**src/hdl/running_median_sum_macros.svh**
```systemverilog
// ----------------------------------------------------------------------------
// running_median_sum_macros.svh
// Assertion macros for the running median block. Both forms clock on aclk
// and are disabled while aresetn is low. They expand to nothing when
// SYNTHESIS is defined.
// ----------------------------------------------------------------------------
`ifndef RUNNING_MEDIAN_SUM_MACROS_SVH
`define RUNNING_MEDIAN_SUM_MACROS_SVH
`ifndef SYNTHESIS
// A condition that must hold at every clock edge out of reset.
`define RMS_ASSERT_ALWAYS(lbl, cond, msg) \
    lbl: assert property (@(posedge aclk) disable iff (!aresetn) (cond)) \
        else $error(msg);
// A consequence that must hold in the cycle after its antecedent.
`define RMS_ASSERT_NEXT(lbl, ante, cons, msg) \
    lbl: assert property (@(posedge aclk) disable iff (!aresetn) (ante) |=> (cons)) \
        else $error(msg);
`else
`define RMS_ASSERT_ALWAYS(lbl, cond, msg)
`define RMS_ASSERT_NEXT(lbl, ante, cons, msg)
`endif
`endif

```
**src/hdl/rms_pkg.sv**
```systemverilog
// ----------------------------------------------------------------------------
// rms_pkg
// Shared widths, constants and types of the running median block.
// ----------------------------------------------------------------------------
`default_nettype none

package rms_pkg;

    localparam int CAPACITY   = 1024;
    localparam int HALF_DEPTH = CAPACITY / 2;
    localparam int CNT_W      = $clog2(HALF_DEPTH + 1);
    localparam int SAMPLE_W   = 32;
    localparam int TOTAL_W    = 42;
    localparam int MOD_W      = 15;
    localparam int HELD_W     = 11;

    localparam logic [CNT_W:0] CAPACITY_SUM = (CNT_W + 1)'(CAPACITY);

    // Remainder unit: the total magnitude is split into three 14-bit chunks
    // and folded with the residues of 2^14 and 2^28, which leaves a value
    // below 2^28 with the same remainder. A reciprocal multiply then gives
    // the exact quotient of that value, and a subtract leaves the remainder.
    localparam int MOD_BASE    = 10000;
    localparam int REM_W       = 14;
    localparam int FOLD_CHUNK  = TOTAL_W / 3;
    localparam int FOLD_W      = 2 * FOLD_CHUNK;
    localparam int FOLD_MID    = (1 << FOLD_CHUNK) % MOD_BASE;
    localparam int FOLD_HI     = (1 << FOLD_W) % MOD_BASE;
    localparam int RECIP_SHIFT = FOLD_W + REM_W;
    localparam int RECIP_W     = 29;
    localparam int PROD_W      = FOLD_W + RECIP_W;
    localparam int QUOT_W      = PROD_W - RECIP_SHIFT;
    localparam int MOD_STAGES  = 5;

    localparam longint RECIP_FULL =
        ((longint'(1) << RECIP_SHIFT) + longint'(MOD_BASE) - longint'(1))
        / longint'(MOD_BASE);
    localparam logic [RECIP_W-1:0] MOD_RECIP = RECIP_W'(RECIP_FULL);

    localparam logic signed [MOD_W-1:0] MOD_LIMIT = MOD_W'(MOD_BASE);

    localparam int IN_DATA_W    = SAMPLE_W;
    localparam int OUT_FIELDS_W = SAMPLE_W + TOTAL_W + MOD_W + HELD_W;
    localparam int OUT_DATA_W   = ((OUT_FIELDS_W + 7) / 8) * 8;

    // Operation applied to every cell of a sorted chain in the same cycle.
    typedef enum logic [1:0] {
        OP_HOLD   = 2'b00,
        OP_INSERT = 2'b01,
        OP_PUSH   = 2'b10,
        OP_POPINS = 2'b11
    } chain_op_t;

    typedef struct packed {
        chain_op_t             op;
        logic                  desc;
        logic [SAMPLE_W-1:0]   sample;
    } rms_cell_ctrl_t;

endpackage

`default_nettype wire

```
**src/hdl/rms_mod_unit.sv**
```systemverilog
// ----------------------------------------------------------------------------
// rms_mod_unit
// Truncating remainder of a signed total by 10000 in a pipeline.
// ----------------------------------------------------------------------------
`default_nettype none

module rms_mod_unit import rms_pkg::*; (
    input  wire logic                      aclk,
    input  wire logic                      aresetn,
    input  wire logic                      start,
    input  wire logic signed [TOTAL_W-1:0] value,
    output logic                           done,
    output logic signed [MOD_W-1:0]        result
);

    logic [MOD_STAGES-1:0]   phase_reg, phase_next;
    logic [TOTAL_W-1:0]      mag_reg;
    logic                    neg_reg;
    logic [FOLD_W-1:0]       fold_reg, fold_next;
    logic [PROD_W-1:0]       prod_reg, prod_next;
    logic [REM_W-1:0]        rem_reg, rem_next;
    logic signed [MOD_W-1:0] res_reg, res_next;

    logic [TOTAL_W-1:0]      mag_in;
    logic [QUOT_W-1:0]       quot;

    assign mag_in = value[TOTAL_W-1] ? (~value + TOTAL_W'(1)) : value;

    // The fold keeps the value below 2^28, well inside the range where the
    // reciprocal gives the exact quotient.
    assign fold_next = FOLD_W'(mag_reg[3*FOLD_CHUNK-1 -: FOLD_CHUNK]) * FOLD_W'(FOLD_HI)
                     + FOLD_W'(mag_reg[2*FOLD_CHUNK-1 -: FOLD_CHUNK]) * FOLD_W'(FOLD_MID)
                     + FOLD_W'(mag_reg[FOLD_CHUNK-1:0]);

    assign prod_next = PROD_W'(fold_reg) * PROD_W'(MOD_RECIP);
    assign quot      = prod_reg[PROD_W-1 -: QUOT_W];
    assign rem_next  = REM_W'(fold_reg - FOLD_W'(quot) * FOLD_W'(MOD_BASE));

    assign res_next = (neg_reg && (rem_reg != '0))
                    ? (MOD_W'(0) - MOD_W'({1'b0, rem_reg}))
                    : MOD_W'({1'b0, rem_reg});

    assign phase_next = {phase_reg[MOD_STAGES-2:0], start};

    always_ff @(posedge aclk) begin
        if (!aresetn) begin
            phase_reg <= '0;
        end else begin
            phase_reg <= phase_next;
        end
    end

    always_ff @(posedge aclk) begin
        if (start) begin
            mag_reg <= mag_in;
            neg_reg <= value[TOTAL_W-1];
        end
        if (phase_reg[0]) begin
            fold_reg <= fold_next;
        end
        if (phase_reg[1]) begin
            prod_reg <= prod_next;
        end
        if (phase_reg[2]) begin
            rem_reg <= rem_next;
        end
        if (phase_reg[3]) begin
            res_reg <= res_next;
        end
    end

    assign done   = phase_reg[MOD_STAGES-1];
    assign result = res_reg;

endmodule

`default_nettype wire

```
**config.mk**
```make
export PLATFORM = sky130hd
export DESIGN_NAME = rms_mod_unit
export DESIGN_NICKNAME = d
export VERILOG_FILES = /design/src/hdl/running_median_sum_macros.svh /design/src/hdl/rms_pkg.sv /design/src/hdl/rms_mod_unit.sv
export SDC_FILE = /design/constraint.sdc
export NUM_CORES = 1
export LEC_CHECK = 0
export BUFFER_PORTS_ARGS = -buffer_cell sky130_fd_sc_hd__buf_2
export CAP_MARGIN = 20
export CORE_AREA = 5 5 251 253
export DETAILED_ROUTE_END_ITERATION = 8
export DIE_AREA = 0 0 256 258
export HOLD_SLACK_MARGIN = 0.06
export SLEW_MARGIN = 0
export SYNTH_ARGS = -nofsm -noshare
export SYNTH_HDL_FRONTEND = slang
export SYNTH_SLANG_ARGS = --single-unit
```
**constraint.sdc**
```tcl
create_clock -name aclk -period 6.2 [get_ports aclk]
set_input_delay 1.24 -clock aclk [delete_from_list [all_inputs] [get_ports aclk]]
set_output_delay 1.24 -clock aclk [all_outputs]
set_load 0.05 [all_outputs]
```
==> results.md <==
- Outcome: finished, violations left
- Failing checks: setup timing
- Antenna-violating nets left: 0
- Critical path launch point type: flop
- Setup Skew: 0.0150 ns
- Routed WL: 57600 um
- CTS root buf: clkbuf_16
- Post-route DRC: 0
- Initial DRC Count: 605
- Inserted Diodes: 0
- Final cell count without fillers: 3424
- Critical Path RT: 6.45 ns
- Max-cap viol count: 0
- Post-route minimum period: 6.48 ns
- WP data arrival: 6.74 ns
- Final Hold Fails: 0
- Mean post-synth cell area: 10.4 um2
- CTS max path bufs: 2
- Number of synthesized flops with an enable pin: 110
- Max reg flops: 42
- Remaining global-route overflow: 0
- Critical Path End Type: flop
- Top achievable clock speed: 154 MHz
- Clk slew on worst S/H paths: 0.06 ns
- Final HPWL DP: 52100 um
- Mapped Cells: 2306
- Hold buffer count at CTS: 0
- Routed vias: 16000
- Min-delay worst type: reg -> reg
- Largest net degree at the start of global routing: 45
- Fin Setup TNS: -1.79 ns
- DR WL/cell: 16.8 um
- Final Setup Violations: 10
- Vias/cell: 4.68
- YS warnings: 0
- Area Overhead vs Synth: 19.4%
- FP Rows: 91
- Post-Place Worst Slack: -1.12 ns
- Post-synth top flop: edfxtp_1
- DP Cell Count: 3353
- Max-slew violations: 0
- Die area: 66000 um2
- Fin crit share: 105%
- Cell Area, Synth: 23900 um2
- Unrepaired setup endpoints after global routing: true
- First-pass GRT wire length: 93100 um
- Vias in the first global route: 18000
- Fin nets: 3519
- Post-synthesis register bit count: 115
- Unique masters post-synth: 62
- CTS sink count: 115
- Relative slew margins: 35.1%
- Antenna violations before repair: 1
- Detailed Routing Iterations Pass 1: 7
- H-tree levels: 4
- Post-Syn Nets: 3204
- Share of cells above drive strength 1: 18.7%
- Sequential area share after synthesis: 14.2%
- TritonCTS clock tree: yes
- Slew @ Worst Pin: 0.974 ns
- Final Wtd Congestion: 0.921
- CP Class: reg -> reg
- Die boundary height: 258 um
- Asr flop ratio synth: 0%
- Final setup margin: -0.285 ns
- Total GRT Usage: 17.7%
- Hold WS: 0.422 ns
- Clock insertion delay at the later pin of the skew report: 0.44 ns
- Die W: 256 um
- Starting Density: 39.4%
- CP Max Fanout: 3
- Number of top-level pins: 61
- Core box area: 60800 um2
- Port Buffers: 60
- CTS buffer count: 17
-- cells in the mapped netlist (3+ instances only) --
library cell	count	share of area, %
fa_1	425	36
or4_1	5	0.16
nor4_1	4	0.10
ha_1	428	22
edfxtp_1	110	14
o41ai_2	3	0.20
a21boi_0	6	0.19
o21ai_0	46	0.96
nor2_1	52	0.82
a211oi_1	3	0.094
o211ai_1	5	0.16
o21bai_1	4	0.13
nand3b_1	3	0.094
xor2_1	39	1.4
a2111oi_0	4	0.15
nor2b_1	10	0.26
nor3_1	16	0.33
dfxtp_1	5	0.42
or2_2	3	0.078
xnor2_1	100	3.7
nand2b_1	13	0.34
nand2_1	42	0.66
nand3_1	13	0.27
and2_1	7	0.18
clkbuf_1	4	0.063
o21a_1	16	0.50
o31ai_1	12	0.38
nand4_1	7	0.18
o41ai_1	7	0.26
a21oi_1	64	1.3
inv_1	767	12
a31oi_1	5	0.13
a21o_1	33	1.0
or3_1	7	0.18
and3_1	4	0.10
-- layer usage --
metal  wire [um]  track usage (%)  share of wire, %  vias up
li1            -                -                 -     7760
met1       25200             22.7                44     8019
met2       29300             31.8                51      193
met3        1490             2.26               2.6       61
met4        1560             4.83               2.7        0
met5           0                0                 0        -
-- layout make-up --
cell class,count,area (um2)
Clock buffer,17,425
Clock inverter,15,143
Fill cell,5689,32200
Inverter,767,2880
Multi-Input combinational cell,1419,18500
Sequential cell,115,3400
Tap cell,790,988
Timing Repair Buffer,301,2190
-- cell families (layout without fill, tap and decap cells) --
kind of cell               count (synthesis)  count (layout)  synth area share, %
AOI/OAI and AO/OA                        226             226                 6.29
xor gates and xnor gates                 139             139                 5.08
adders and majority gates                853             853                 57.9
buffers and inverters                    772            1100                 12.1
DFF                                      115             115                 14.2
and+or+nand+nor                          201             201                 4.40
-- final timing paths --
| check | from | endpoint | slack, ns | cells after the start |
|---|---|---|---|---|
| min | mag_reg[0]$_DFFE_PP_ | fold_reg[0]$_DFFE_PP_ | 0.42 | 0 |
| max reg2reg | fold_reg[25]$_DFFE_PP_ | prod_reg[48]$_DFFE_PP_ | -0.28 | 24 |
| min reg2reg | mag_reg[0]$_DFFE_PP_ | fold_reg[0]$_DFFE_PP_ | 0.42 | 0 |
| max | fold_reg[25]$_DFFE_PP_ | prod_reg[48]$_DFFE_PP_ | -0.28 | 24 |
-- what timing repair did --
action                                  4_1_cts  5_1_grt
resized for setup                            85      100
setup buffers                                29       13
pin swaps                                    90       78
endpoints found under the setup margin       17       16
-- worst max-delay path, cell delays in order (launching register included) --
cell and delay [ns]:
edfxtp_1 0.45, buf_6 0.16, buf_6 0.10, fa_1 0.43, ha_1 0.31, inv_2 0.08, fa_1 0.43, fa_1 0.49
inv_1 0.05, fa_1 0.49, fa_1 0.50, inv_1 0.06, fa_1 0.50, inv_2 0.05, ha_4 0.27, nand4_1 0.24
nor2_4 0.29, o311ai_4 0.14, a21o_4 0.23, a31oi_4 0.15, buf_6 0.16, nor3_4 0.05, o31ai_4 0.24, a21o_1 0.18
xor2_2 0.22
-- metrics by stage --
step                utilization [%]  area (um2)
detailed placement             44.1       26800
finish                         47.0       28600
CTS                            46.1       28000
global placement               44.1       26800
global route                   47.0       28600
floorplan                         -       24100
-- placed cells by master, fill, tap and decap left out, types with 6 or more instances in the layout --
cell type and n:
o21ai_2 6, nor2b_1 9, buf_4 221, inv_6 8, xor2_1 31, or3_1 6, o21a_1 16, ha_4 38
nor3_1 15, a21o_1 31, inv_1 744, and2_1 6, o41ai_1 6, ha_1 383, buf_6 19, o21ai_0 33
clkbuf_16 17, buf_2 60, ha_2 7, edfxtp_1 110, fa_2 14, nand2_1 41, fa_1 411, xor2_2 6
o21ai_1 7, a21oi_1 45, inv_2 22, xnor2_1 95, nand3_1 13, nor2_1 49, nand4_1 7, a21oi_2 17
nand2b_1 13, o31ai_1 11
Power is not shown: default switching activity piles up to over one toggle a cycle in this logic, so the estimate is an artifact.
